$ cat src/assert_macros.svh
// ----------------------------------------------------------------------------
// Assertion macros
// Shared concurrent assertion forms, clocked on clk and disabled in reset.
// ----------------------------------------------------------------------------
`ifndef ASSERT_MACROS_SVH
`define ASSERT_MACROS_SVH

// The property must hold at every clock edge outside reset.
`define RAGMT_ASSERT(label, prop) \
  label: assert property (@(posedge clk) disable iff (!rst_n) prop) \
    else $error("ragmt assertion failed");

// The condition must never be true outside reset.
`define RAGMT_NEVER(label, cond) \
  label: assert property (@(posedge clk) disable iff (!rst_n) !(cond)) \
    else $error("ragmt forbidden condition seen");

`endif

$ cat src/ragmt_pkg.sv
// ----------------------------------------------------------------------------
// ragmt_pkg
// Types and constants of the range add, global max segment tree.
// ----------------------------------------------------------------------------
package ragmt_pkg;

  localparam int POS_BITS   = 10;
  localparam int NODE_BITS  = POS_BITS + 1;
  localparam int NODES      = 1 << NODE_BITS;
  localparam int COUNT_BITS = 17;
  localparam int WORD_BITS  = 2 * COUNT_BITS;

  typedef logic [COUNT_BITS-1:0] count_t;
  typedef logic [NODE_BITS-1:0]  node_addr_t;
  typedef logic [WORD_BITS-1:0]  node_word_t;

  typedef enum logic [3:0] {
    ST_CLEAR,
    ST_IDLE,
    ST_A_CHK,
    ST_A_LWR,
    ST_A_CHK2,
    ST_A_RWR,
    ST_U_RD0,
    ST_U_RD1,
    ST_U_RD2,
    ST_U_WR,
    ST_F_RD,
    ST_F_OUT
  } state_t;

  typedef struct packed {
    logic       we;
    node_addr_t waddr;
    node_word_t wdata;
    node_addr_t raddr;
  } mem_req_t;

endpackage

$ cat src/ragmt_ctrl.sv
// ----------------------------------------------------------------------------
// ragmt_ctrl
// Sequencer: for a non-empty range, applies the add to the covering nodes
// level by level and rebuilds the maxima on both boundary paths; then reports the root.
// ----------------------------------------------------------------------------
`include "assert_macros.svh"

module ragmt_ctrl import ragmt_pkg::*; (
  input  logic                clk,
  input  logic                rst_n,
  input  logic                start,
  output logic                busy,
  input  logic [POS_BITS-1:0] in_range_low,
  input  logic [POS_BITS-1:0] in_range_high,
  input  logic                in_is_open,
  output logic                out_valid,
  output count_t              out_current_max,
  output count_t              out_best_max,
  output mem_req_t            mem_req,
  input  node_word_t          mem_rdata
);

  state_t                  state_r, state_nxt;
  node_addr_t              clr_r;
  logic [NODE_BITS:0]      l_r, r_r, rm1;
  logic [POS_BITS-1:0]     low_r, high_r;
  logic [POS_BITS-1:0]     node_r;
  logic                    path_r;
  count_t                  delta_r, left_r, cmax_r, best_r;
  count_t                  rd_max, rd_pend;

  assign rm1     = r_r - 1'b1;
  assign rd_max  = mem_rdata[WORD_BITS-1:COUNT_BITS];
  assign rd_pend = mem_rdata[COUNT_BITS-1:0];
  assign busy    = (state_r != ST_IDLE);

  always_comb begin
    state_nxt = state_r;
    unique case (state_r)
      ST_CLEAR:  if (clr_r == node_addr_t'(NODES - 1)) state_nxt = ST_IDLE;
      ST_IDLE: begin
        if (start) begin
          state_nxt = (in_range_low <= in_range_high) ? ST_A_CHK : ST_F_RD;
        end
      end
      ST_A_CHK: begin
        if (l_r >= r_r) state_nxt = ST_U_RD0;
        else if (l_r[0]) state_nxt = ST_A_LWR;
        else state_nxt = ST_A_CHK2;
      end
      ST_A_LWR:  state_nxt = ST_A_CHK2;
      ST_A_CHK2: state_nxt = r_r[0] ? ST_A_RWR : ST_A_CHK;
      ST_A_RWR:  state_nxt = ST_A_CHK;
      ST_U_RD0:  state_nxt = ST_U_RD1;
      ST_U_RD1:  state_nxt = ST_U_RD2;
      ST_U_RD2:  state_nxt = ST_U_WR;
      ST_U_WR: begin
        if (node_r == POS_BITS'(1) && path_r) state_nxt = ST_F_RD;
        else state_nxt = ST_U_RD0;
      end
      ST_F_RD:   state_nxt = ST_F_OUT;
      ST_F_OUT:  state_nxt = ST_IDLE;
      default:   state_nxt = ST_IDLE;
    endcase
  end

  always_comb begin
    mem_req = '0;
    unique case (state_r)
      ST_CLEAR: begin
        mem_req.we    = 1'b1;
        mem_req.waddr = clr_r;
      end
      ST_A_CHK:  mem_req.raddr = l_r[NODE_BITS-1:0];
      ST_A_LWR: begin
        mem_req.we    = 1'b1;
        mem_req.waddr = l_r[NODE_BITS-1:0];
        mem_req.wdata = {rd_max + delta_r, rd_pend + delta_r};
      end
      ST_A_CHK2: mem_req.raddr = rm1[NODE_BITS-1:0];
      ST_A_RWR: begin
        mem_req.we    = 1'b1;
        mem_req.waddr = rm1[NODE_BITS-1:0];
        mem_req.wdata = {rd_max + delta_r, rd_pend + delta_r};
      end
      ST_U_RD0:  mem_req.raddr = {node_r, 1'b0};
      ST_U_RD1:  mem_req.raddr = {node_r, 1'b1};
      ST_U_RD2:  mem_req.raddr = {1'b0, node_r};
      ST_U_WR: begin
        mem_req.we    = 1'b1;
        mem_req.waddr = {1'b0, node_r};
        mem_req.wdata = {cmax_r + rd_pend, rd_pend};
      end
      ST_F_RD:   mem_req.raddr = node_addr_t'(1);
      default:   mem_req = '0;
    endcase
  end

  always_ff @(posedge clk) begin
    if (!rst_n) begin
      state_r   <= ST_CLEAR;
      clr_r     <= '0;
      best_r    <= '0;
      out_valid <= 1'b0;
    end else begin
      state_r   <= state_nxt;
      out_valid <= 1'b0;
      if (state_r == ST_CLEAR) clr_r <= clr_r + 1'b1;
      if (state_r == ST_F_OUT) begin
        out_valid       <= 1'b1;
        out_current_max <= rd_max;
        if ($signed(rd_max) > $signed(best_r)) begin
          best_r       <= rd_max;
          out_best_max <= rd_max;
        end else begin
          out_best_max <= best_r;
        end
      end
    end
  end

  always_ff @(posedge clk) begin
    unique case (state_r)
      ST_IDLE: begin
        low_r   <= in_range_low;
        high_r  <= in_range_high;
        delta_r <= in_is_open ? count_t'(1) : '1;
        l_r     <= {2'b01, in_range_low};
        r_r     <= {2'b01, in_range_high} + 1'b1;
      end
      ST_A_CHK: begin
        node_r <= {1'b1, low_r[POS_BITS-1:1]};
        path_r <= 1'b0;
      end
      ST_A_LWR:  l_r <= l_r + 1'b1;
      ST_A_CHK2: begin
        if (!r_r[0]) begin
          l_r <= l_r >> 1;
          r_r <= r_r >> 1;
        end
      end
      ST_A_RWR: begin
        l_r <= l_r >> 1;
        r_r <= rm1 >> 1;
      end
      ST_U_RD1:  left_r <= rd_max;
      ST_U_RD2:  cmax_r <= ($signed(rd_max) > $signed(left_r)) ? rd_max : left_r;
      ST_U_WR: begin
        if (node_r == POS_BITS'(1)) begin
          node_r <= {1'b1, high_r[POS_BITS-1:1]};
          path_r <= 1'b1;
        end else begin
          node_r <= node_r >> 1;
        end
      end
      default: begin
      end
    endcase
  end

  `RAGMT_ASSERT(a_best_nonneg, out_valid |-> !out_best_max[COUNT_BITS-1])
  `RAGMT_ASSERT(a_best_ge_cur, out_valid |-> ($signed(out_best_max) >= $signed(out_current_max)))
  `RAGMT_ASSERT(a_out_from_root, out_valid |-> ($past(state_r) == ST_F_OUT))
  `RAGMT_NEVER(a_idle_no_write, (state_r == ST_IDLE) && mem_req.we)

endmodule

$ cat config.mk
export PLATFORM = sky130hd
export DESIGN_NAME = ragmt_ctrl
export DESIGN_NICKNAME = d
export VERILOG_FILES = /design/src/ragmt_pkg.sv /design/src/ragmt_ctrl.sv
export VERILOG_INCLUDE_DIRS = /design/src /design/src/src
export SDC_FILE = /design/constraint.sdc
export NUM_CORES = 1
export LEC_CHECK = 0
export ABC_AREA = 1
export BUFFER_PORTS_ARGS = -buffer_cell sky130_fd_sc_hd__clkbuf_2
export CORE_UTILIZATION = 30
export CTS_CLUSTER_SIZE = 40
export DETAILED_ROUTE_END_ITERATION = 16
export PLACE_DENSITY = 0.54
export SKIP_CTS_REPAIR_TIMING = 1
export SLEW_MARGIN = 20
export SYNTH_ARGS = -nofsm -noshare
export SYNTH_HDL_FRONTEND = slang
export SYNTH_SLANG_ARGS = --single-unit
$ cat constraint.sdc
create_clock -name clk -period 3.53 [get_ports clk]
set_input_delay 0.1765 -clock clk [delete_from_list [all_inputs] [get_ports clk]]
set_output_delay 0.1765 -clock clk [all_outputs]
set_load 0.01 [all_outputs]
## After elaboration in Yosys (flattened, before gate mapping)

Cells that the tools add are included.
Widths: inputs -> output; s select.

- Add/sub/neg operators: 7
- Equality and inequality tests: 18
- Order comparisons: 4
- Mux-type cells: 23
- Reduce and logical (&&, ||, !) cells: 11

Operators with widths:

| operator | number |
|---|---|
| $pmux 12 s4 | 2 |
| $pmux 34 s2 | 1 |
| $pmux 11 s6 | 1 |
| $add 17x17->17 | 3 |
| $mux 17 | 3 |
| $pmux 4 s11 | 1 |
| $pmux 12 s3 | 1 |
| $gt 17x17->1 | 2 |
| $mux 12 | 2 |
| $pmux 10 s2 | 1 |
| $eq 4x3->1 const B | 4 |
| $eq 4x4->1 const B | 4 |
| $mux 4 | 4 |
| $add 11x1->12 const B | 1 |
| $add 12x1->12 const B | 1 |
| $ge 12x12->1 | 1 |
| $sub 12x1->12 const B | 1 |
| $add 11x1->11 const B | 1 |
| $eq 11x11->1 const B | 1 |
| $eq 10x1->1 const B | 1 |
| $le 10x10->1 | 1 |
| $mux 10 | 1 |
| $reduce_and 2->1 | 5 |
| $mux 3 | 3 |
| 12 further kinds | 17 |

- Word-level logic and storage cells: 79
- Register bits after elaboration: 173
- Input port bits: 58

## Longest topological paths before layout

Gate-level depths: netlist of run 1.

- Depth after elaboration: 4
- Mapped depth: 17
- Gate-level depth less buffers: 16

## Worst setup path after synthesis of run 1

OpenSTA, ideal clock, no wires.

- Kind: reg-to-reg
- Start: register state_r[0]
- End: register l_r[0] (enable)
- Data arrival time: 2.640 ns
- Required time: 3.142 ns
- Slack: 0.501 ns
- Cell stages (with the launch flop): 7
- Period minus slack after synthesis: 3.029 ns
- Path buffers: 0
- Cell sequence: dfxtp_1 -> inv_2 -> nor2_1 -> inv_1 -> nor2_1 -> inv_1 -> a31oi_1

- Longest elaborated chain between the ends: 3
- Elaborated cells on any way between the ends: 7
- Those cells by class: 5 x eq/ne; 2 x reduce/logical

Ends and longest elaborated chain:

| element | RTL line | source |
|---|---|---|
| from (decl) | ragmt_ctrl.sv:23 | `state_t state_r, state_nxt;` |
| from (signal assigned) | ragmt_ctrl.sv:106 | `state_r <= state_nxt;` |
| $eq 4x3->1, or another cell as far along | ragmt_ctrl.sv:123 | `unique case (state_r)` |
| $reduce_bool 4->1 (no source line) / $ne 2x2->1 (equally long branches) | -- |  |
| $reduce_and 2->1 (no source line) (*) | -- |  |
| to (signal assigned) | ragmt_ctrl.sv:128 | `l_r <= {2'b01, in_range_low};` |
| to (signal assigned) | ragmt_ctrl.sv:135 | `ST_A_LWR: l_r <= l_r + 1'b1;` |
| to (signal assigned) | ragmt_ctrl.sv:138 | `l_r <= l_r >> 1;` |
| to (decl) | ragmt_ctrl.sv:25 | `logic [NODE_BITS:0] l_r, r_r, rm1;` |

Every way passes the cells marked *; elsewhere a longest branch is shown, timed or not.
A chain may end at the register's enable or synchronous reset.

==> impl_metrics.sql, run 1 <==
INSERT INTO impl_metrics (metric_group, metric, value, unit) VALUES
('setup_path', 'crit_path_start_kind', 'register', ''),
('yosys', 'ys_ff_latch', '155', ''),
('routing', 'vias_per_cell', '4.970', ''),
('cts', 'clk_pin_slew', '70', 'ps'),
('setup_path', 'family_with_the_most_delay_on_the_worst_path', 'compound AO/OA/AOI/OAI gates', ''),
('routing', 'met3RoutedLength', '1959', 'um'),
('setup_path', 'critPathMaxStageDelay', '400', 'ps'),
('placed_design', 'place.detailed.instances', '2117', ''),
('status', 'outcome', 'complete, no violations', ''),
('cts', 'clock-sinks', '155', ''),
('routing', 'routed_length_on_met2', '17160', 'um'),
('routing', 'drt-pass1-iter-count', '5', ''),
('power_and_ir_drop', 'leakage_component_of_the_power', '6.105', 'nW'),
('cts', 'cts_root_buffer', 'sky130_fd_sc_hd__clkbuf_16', ''),
('routing', 'via_count', '10770', ''),
('timing', 'fmax', '310.2', 'MHz'),
('floorplan', 'floorplan.rows', '70', ''),
('placed_design', 'place_hpwl', '28500', 'um'),
('final_layout', 'final_cell_area', '13480', 'sq um'),
('setup_path', 'critPathRequiredTime', '3350', 'ps'),
('setup_path', 'worstSetupPathType', 'reg2out', ''),
('setup_path', 'largest_fanout_of_any_net_on_the_critical_path', '34', ''),
('floorplan', 'i_o_pin_count', '151', ''),
('routing', 'routedWlPerCell', '16.62', 'um'),
('setup_path', 'timing.critical_path.buf_inv', '2', ''),
('final_layout', 'stdcell_count', '2167', ''),
('yosys', 'count_of_warnings_emitted_by_yosys', '0', ''),
('placed_design', 'area_of_placed_instances', '12720', 'sq um'),
('routing', 'drt-met1-wl', '16010', 'um'),
('cts', 'worst_skew_pair.late_latency', '430', 'ps'),
('timing', 'fin_clk_skew', '11.31', 'ps'),
('timing', 'hold_violations', '0', ''),
('global_routing', 'largest_net_degree_at_the_start_of_global_routing', '39', ''),
('timing', 'maxSlewViolCount', '0', ''),
('setup_path', 'worst-r2r-setup-slack', '770', 'ps'),
('final_layout', 'fin_nets', '1817', ''),
('yosys', 'syn_area', '11380', 'sq um'),
('placed_design', 'buffer_ports.inserted', '150', ''),
('timing', 'timing.final.setup_violations', '0', ''),
('flow_run', 'maxCapViolCount', '0', ''),
('timing', 'worst_slew_margin_rel', '0.3957', ''),
('final_layout', 'final_core_util', '0.3647', ''),
('yosys', 'number_of_distinct_library_cells_after_synthesis', '53', ''),
('yosys', 'mappedNetlistNets', '1640', ''),
('final_layout', 'fill_cells', '3940', ''),
('final_layout', 'final_layout_size_suffix_gt1_frac', '0.1383', ''),
('floorplan', 'initial_utilization', '0.3078', ''),
('routing', 'ant_nets', '0', ''),
('cts', 'clock_path_buffers', '2', ''),
('floorplan', 'die_area', '38710', 'sq um'),
('global_routing', 'globalRouteTotalUtil', '0.1881', ''),
('setup_path', 'cp_data_arrival_time', '3050', 'ps'),
('routing', 'drtIter0Drc', '784', ''),
('setup_path', 'crit_path_top_delay_cell', 'sky130_fd_sc_hd__buf_4', ''),
('cts', 'cts_tree', 'built', ''),
('timing', 'rsz0062_at_grt', 'no', ''),
('timing', 'tightest_slew', '904.3', 'ps'),
('routing', 'drc_errors', '0', ''),
('cts', 'number_of_buffers_inserted_during_clock_tree_synthesis', '17', ''),
('yosys', 'synth_edf_count', '122', ''),
('yosys', 'ys_seq_area_frac', '0.3801', ''),
('timing', 'min_period_over_period', '0.9132', ''),
('final_layout', 'most_frequent_standard_cell_in_the_layout_excluding_fill_and_tap_cells', 'sky130_fd_sc_hd__nand2_1', ''),
('setup_path', 'crit_path_end_kind', 'primary output', ''),
('setup_path', 'crit_path_cell_trace', 'buf_4, ha_1, a21oi_1, nand2_1, a21oi_1, o21ai_0, a21oi_1, o21ai_0, o21ai_0, clkbuf_2', ''),
('timing', 'finalSetupTns', '0', 'ps'),
('global_routing', 'grt_antenna_before_repair', '0', ''),
('timing', 'final.min_clock_period', '3224', 'ps'),
('yosys', 'async_flop_share', '0', ''),
('power_and_ir_drop', 'vdd_drop_max', '0.3720', 'mV'),
('routing', 'top_layer_used', 'met4', '');
==> metal layers <==
metal,vias up,track usage
li1,5423,-
met1,4964,0.2427
met2,339,0.3179
met3,45,0.03114
met4,0,0.06316
met5,-,0
==> flip-flops by register name (all words and copies together), names as in the netlist <==
signal	count
low_r	9
cmax_r	17
out_best_max	17
delta_r	1
high_r	9
node_r	10
path_r	1
clr_r	11
out_valid	1
r_r	12
best_r	17
state_r	4
left_r	17
l_r	12
out_current_max	17
==> synthesized netlist by cell type, types with 2 or more instances <==
| master | number | share of area |
|---|---|---|
| sky130_fd_sc_hd__a21o_1 | 6 | 0.0040 |
| sky130_fd_sc_hd__a21oi_1 | 116 | 0.051 |
| sky130_fd_sc_hd__a221o_1 | 5 | 0.0044 |
| sky130_fd_sc_hd__a22o_1 | 2 | 0.0015 |
| sky130_fd_sc_hd__a31oi_1 | 9 | 0.0049 |
| sky130_fd_sc_hd__a32o_1 | 2 | 0.0018 |
| sky130_fd_sc_hd__and2_1 | 2 | 0.0011 |
| sky130_fd_sc_hd__buf_2 | 10 | 0.0044 |
| sky130_fd_sc_hd__clkbuf_1 | 6 | 0.0020 |
| sky130_fd_sc_hd__clkbuf_8 | 2 | 0.0024 |
| sky130_fd_sc_hd__dfxtp_1 | 33 | 0.058 |
| sky130_fd_sc_hd__edfxtp_1 | 122 | 0.32 |
| sky130_fd_sc_hd__fa_1 | 3 | 0.0053 |
| sky130_fd_sc_hd__ha_1 | 106 | 0.12 |
| sky130_fd_sc_hd__inv_1 | 203 | 0.067 |
| sky130_fd_sc_hd__inv_2 | 10 | 0.0033 |
| sky130_fd_sc_hd__nand2_1 | 361 | 0.12 |
| sky130_fd_sc_hd__nand2_2 | 4 | 0.0022 |
| sky130_fd_sc_hd__nand2_4 | 2 | 0.0020 |
| sky130_fd_sc_hd__nand3_1 | 110 | 0.048 |
| sky130_fd_sc_hd__nand3b_1 | 6 | 0.0040 |
| sky130_fd_sc_hd__nand4_1 | 24 | 0.013 |
| sky130_fd_sc_hd__nor2_1 | 93 | 0.031 |
| sky130_fd_sc_hd__nor2_2 | 5 | 0.0027 |
| sky130_fd_sc_hd__nor2_4 | 2 | 0.0020 |
| sky130_fd_sc_hd__nor3_1 | 21 | 0.0092 |
| sky130_fd_sc_hd__nor4_1 | 2 | 0.0011 |
| sky130_fd_sc_hd__o2111ai_1 | 11 | 0.0085 |
| sky130_fd_sc_hd__o211ai_1 | 17 | 0.011 |
| sky130_fd_sc_hd__o21a_1 | 2 | 0.0013 |
| sky130_fd_sc_hd__o21ai_0 | 106 | 0.047 |
| sky130_fd_sc_hd__o21ai_1 | 4 | 0.0018 |
| sky130_fd_sc_hd__o21bai_1 | 8 | 0.0053 |
| sky130_fd_sc_hd__o221ai_1 | 4 | 0.0031 |
| sky130_fd_sc_hd__o22ai_1 | 9 | 0.0049 |
| sky130_fd_sc_hd__o31ai_1 | 5 | 0.0033 |
| sky130_fd_sc_hd__or2_2 | 7 | 0.0038 |
| sky130_fd_sc_hd__xnor2_1 | 6 | 0.0046 |
| sky130_fd_sc_hd__xor2_1 | 13 | 0.010 |
==> worst paths after layout <==
check / from / to / cells after the start
max reg2reg: left_r[14] / cmax_r[5] / 8
min reg2reg: high_r[9] / node_r[8] / 2
max: delta_r[15] / mem_req[36] / 10
min: in_range_high[2] / high_r[2] / 1
==> report_power, final <==
group / switching (mW) / internal, mW
clock: 0.794 / 1.05
combinational: 0.319 / 0.176
sequential: 0.00306 / 1.97
total: 1.12 / 3.19
==> logic make-up after synthesis <==
kind of cell,share of synthesized area
and+or+nand+nor,0.2432
AOI/OAI and AO/OA,0.1558
buffers and inverters,0.08446
DFF,0.3801
adders and majority gates,0.1219
xor gates and xnor gates,0.01463
==> worst register-to-register path: cells and delay by family, from the launching register on <==
kind	cells	cell delay (ps)
simple gates	5	1220
compound gates	1	590
flops	1	330
fa+ha+maj	1	310
buf+inv	1	60
==> through the flow <==
step	worst slack, ps	power (mW)
finish	306.4	4.307
global route	85.24	4.474
CTS	365.0	4.339
detailed placement	753.1	2.490
global placement	722.9	2.485
floorplan	501.1	2.313
==> area by class of cell <==
cell class / count / area, sq um / share of cell area
Clock buffer: 19 / 432.9 / 0.03212
Inverter: 213 / 799.5 / 0.05932
Tap cell: 504 / 630.6 / 0.04679
Clock inverter: 13 / 142.6 / 0.01058
Timing Repair Buffer: 183 / 1044 / 0.07742
Multi-Input combinational cell: 1080 / 6105 / 0.4529
Sequential cell: 155 / 4324 / 0.3208
Power figures use the tool's default switching activity.
==> run 2: changes to the inputs <==
--- a/config.mk
+++ b/config.mk
@@ -11,6 +11,7 @@
 export CORE_UTILIZATION = 30
 export CTS_CLUSTER_SIZE = 40
 export DETAILED_ROUTE_END_ITERATION = 16
+export GPL_ROUTABILITY_DRIVEN = 0
 export PLACE_DENSITY = 0.54
 export SKIP_CTS_REPAIR_TIMING = 1
 export SLEW_MARGIN = 20
==> constraint.sdc (replaced) <==
create_clock -name clk -period 3.53 [get_ports clk]
set_input_delay 0.8825 -clock clk [delete_from_list [all_inputs] [get_ports clk]]
set_output_delay 0.8825 -clock clk [all_outputs]
set_load 0.01 [all_outputs]
==> impl_metrics.sql, run 2 (same netlist as run 1, synthesis figures left out) <==
INSERT INTO impl_metrics (metric_group, metric, value, unit) VALUES
('timing', 'fmax', '286.0', 'MHz'),
('floorplan', 'die_x', '196.7', 'um'),
('timing', 'fin_clk_skew', '10.91', 'ps'),
('power_and_ir_drop', 'clkPwrFrac', '0.420', ''),
('setup_path', 'cp_data_arrival_time', '2610', 'ps'),
('timing', 'worst_slew_margin_rel', '0.4322', ''),
('setup_path', 'crit_path_to', 'mem_req[23]', ''),
('cts', 'cts_tree', 'built', ''),
('flow_run', 'maxCapViolCount', '0', ''),
('routing', 'via_count', '10930', ''),
('cts', 'htree_num_levels', '4', ''),
('power_and_ir_drop', 'vdd_drop_max', '0.3732', 'mV'),
('routing', 'postRouteWirelength', '37110', 'um'),
('routing', 'drtIter0Drc', '754', ''),
('power_and_ir_drop', 'power.switching_fraction', '0.2615', ''),
('final_layout', 'most_frequent_standard_cell_in_the_layout_excluding_fill_and_tap_cells', 'sky130_fd_sc_hd__nand2_1', ''),
('setup_path', 'worst-r2r-setup-slack', '1070', 'ps'),
('placed_design', 'place_hpwl', '28850', 'um'),
('setup_path', 'critPathRequiredTime', '2650', 'ps'),
('power_and_ir_drop', 'switchingPower', '1.145', 'mW'),
('global_routing', 'grt_antenna_before_repair', '0', ''),
('final_layout', 'layout.cells.most_common_list', 'sky130_fd_sc_hd__nand2_1 (359), sky130_fd_sc_hd__inv_1 (200), sky130_fd_sc_hd__clkbuf_2 (139), sky130_fd_sc_hd__edfxtp_1 (122), sky130_fd_sc_hd__nand3_1 (105)', ''),
('global_routing', 'gr-total-overflow', '0', ''),
('final_layout', 'final_layout_size_suffix_gt1_frac', '0.2067', ''),
('timing', 'timing.final.setup_violations', '0', ''),
('cts', 'cts_root_buffer', 'sky130_fd_sc_hd__clkbuf_16', ''),
('global_routing', 'grt_pass1_wl', '56070', 'um'),
('global_routing', 'number_of_global_route_vias_before_repair', '10330', ''),
('global_routing', 'globalRouteTotalUtil', '0.1885', ''),
('routing', 'ant_nets', '0', ''),
('floorplan', 'die_height', '196.7', 'um'),
('setup_path', 'reg2regPathDepth', '7', ''),
('cts', 'clk_pin_slew', '60', 'ps'),
('timing', 'final.min_clock_period', '3496', 'ps'),
('setup_path', 'crit_path_start_kind', 'register', ''),
('routing', 'drt-pass1-iter-count', '5', ''),
('status', 'outcome', 'complete, no violations', ''),
('setup_path', 'critical_path.startpoint', 'delta_r[15]', ''),
('setup_path', 'worstSetupPathType', 'reg2out', ''),
('min_path', 'min_path_type', 'reg2reg', ''),
('floorplan', 'floorplan.rows', '70', ''),
('timing', 'min_period_over_period', '0.9905', ''),
('floorplan', 'die_area', '38710', 'sq um'),
('placed_design', 'area_of_placed_instances', '13130', 'sq um'),
('cts', 'worst_skew_pair.late_latency', '430', 'ps'),
('final_layout', 'final_core_util', '0.3814', ''),
('setup_path', 'critical_path.reg2reg.startpoint', 'state_r[3]', ''),
('timing', 'rsz0062_at_grt', 'yes', ''),
('power_and_ir_drop', 'power_density', '310.6', 'nW/um^2'),
('cts', 'clock_path_buffers', '2', ''),
('timing', 'hold_violations', '0', ''),
('routing', 'routedWlPerCell', '16.78', 'um'),
('timing', 'finalSetupTns', '0', 'ps'),
('power_and_ir_drop', 'leakage_component_of_the_power', '6.410', 'nW'),
('cts', 'clock-sinks', '155', ''),
('setup_path', 'crit_path_end_kind', 'primary output', ''),
('final_layout', 'insertedDiodeCount', '0', ''),
('final_layout', 'fin_nets', '1862', ''),
('routing', 'drc_errors', '0', ''),
('floorplan', 'i_o_pin_count', '151', ''),
('floorplan', 'initial_utilization', '0.3078', ''),
('power_and_ir_drop', 'cell_internal_pwr', '3.234', 'mW'),
('cts', 'number_of_buffers_inserted_during_clock_tree_synthesis', '17', ''),
('global_routing', 'largest_net_degree_at_the_start_of_global_routing', '41', ''),
('placed_design', 'buffer_ports.inserted', '150', ''),
('setup_path', 'largest_fanout_of_any_net_on_the_critical_path', '9', ''),
('setup_path', 'r2r_end', 'out_current_max[16]', ''),
('min_path', 'hold_path_depth', '2', ''),
('timing', 'tightest_slew', '849.7', 'ps'),
('final_layout', 'area_delta_synth_final', '23.92', '%'),
('floorplan', 'core', '36960', 'sq um'),
('routing', 'vias_per_cell', '4.943', ''),
('power_and_ir_drop', 'sequentialPowerShare', '0.450', ''),
('timing', 'maxSlewViolCount', '0', ''),
('final_layout', 'final_cell_area', '14100', 'sq um'),
('power_and_ir_drop', 'combinational_cell_fraction_of_total_power', '0.130', '');
-- run 2: cell types whose count changed in the layout (fill, tap and decap cells not counted), moves of 8 or more --
cell | previous run | this run
sky130_fd_sc_hd__a21oi_2 | 0 | 17
sky130_fd_sc_hd__dlygate4sd3_1 | 18 | 0
sky130_fd_sc_hd__buf_2 | 0 | 10
sky130_fd_sc_hd__o21ai_1 | 4 | 18
sky130_fd_sc_hd__clkbuf_2 | 150 | 139
sky130_fd_sc_hd__o21ai_0 | 106 | 84
sky130_fd_sc_hd__buf_4 | 15 | 71
sky130_fd_sc_hd__ha_1 | 106 | 97
sky130_fd_sc_hd__a21oi_1 | 116 | 98
sky130_fd_sc_hd__o21ai_2 | 0 | 8
-- run 2: power by group through the flow --
stage | Sequential, mW | Combinational (mW) | Clock [mW]
floorplan | 2.01 | 0.302 | 0
global placement | 2.01 | 0.524 | 0
detailed placement | 2.01 | 0.530 | 0
CTS | 1.97 | 0.533 | 1.87
global route | 1.97 | 0.637 | 1.94
finish | 1.97 | 0.569 | 1.84
-- run 2: critical path, stage by stage, from the launching register on --
cell and delay, ps:
sky130_fd_sc_hd__edfxtp_1 440, sky130_fd_sc_hd__buf_6 170, sky130_fd_sc_hd__clkbuf_16 170, sky130_fd_sc_hd__ha_4 300, sky130_fd_sc_hd__nand2_1 120, sky130_fd_sc_hd__nor2_2 180, sky130_fd_sc_hd__nand3_1 90, sky130_fd_sc_hd__nand2_1 140
sky130_fd_sc_hd__nand2_1 70, sky130_fd_sc_hd__nand2_1 80, sky130_fd_sc_hd__nor2_1 40, sky130_fd_sc_hd__o21ai_0 210, sky130_fd_sc_hd__clkbuf_2 170
-- run 2: worst min-delay path by stage --
| stage | to | startpoint |
|---|---|---|
| after floorplan | clr_r[7] | clr_r[7] |
| after global placement | clr_r[1] | clr_r[1] |
| after detailed placement | node_r[5] | high_r[6] |
| after CTS | clr_r[1] | clr_r[1] |
| after global routing | node_r[6] | low_r[7] |
| final | clr_r[1] | clr_r[1] |
-- run 2: area by class of cell --
cell class / instances / area, sq um
clock buffer: 18 / 429.2
clock inverter: 14 / 143.9
fill: 3883 / 22860
inverter: 213 / 803.3
multi-input combinational: 1080 / 6372
sequential: 155 / 4324
tap: 504 / 630.6
timing repair buffer: 228 / 1395
-- run 2: per-layer routing --
layer / wire length, um / vias up / GRT usage
met5: 0 / - / 0
met3: 1657 / 46 / 0.02652
li1: - / 5513 / -
met2: 18170 / 282 / 0.3234
met1: 16370 / 5093 / 0.2427
met4: 906 / 0 / 0.06202
-- run 2: per-stage QoR --
stage / instances / hold slack, ps / power, mW / setup WS [ps]
after global placement: 2169 / 509.9 / 2.535 / -177.9
after floorplan: 1473 / 468.9 / 2.313 / 152.0
after detailed placement: 2169 / 514.7 / 2.542 / -233.5
final: 2212 / 523.4 / 4.379 / 33.70
after global routing: 2212 / 551.0 / 4.548 / -104.1
after CTS: 2201 / 526.1 / 4.378 / -241.6
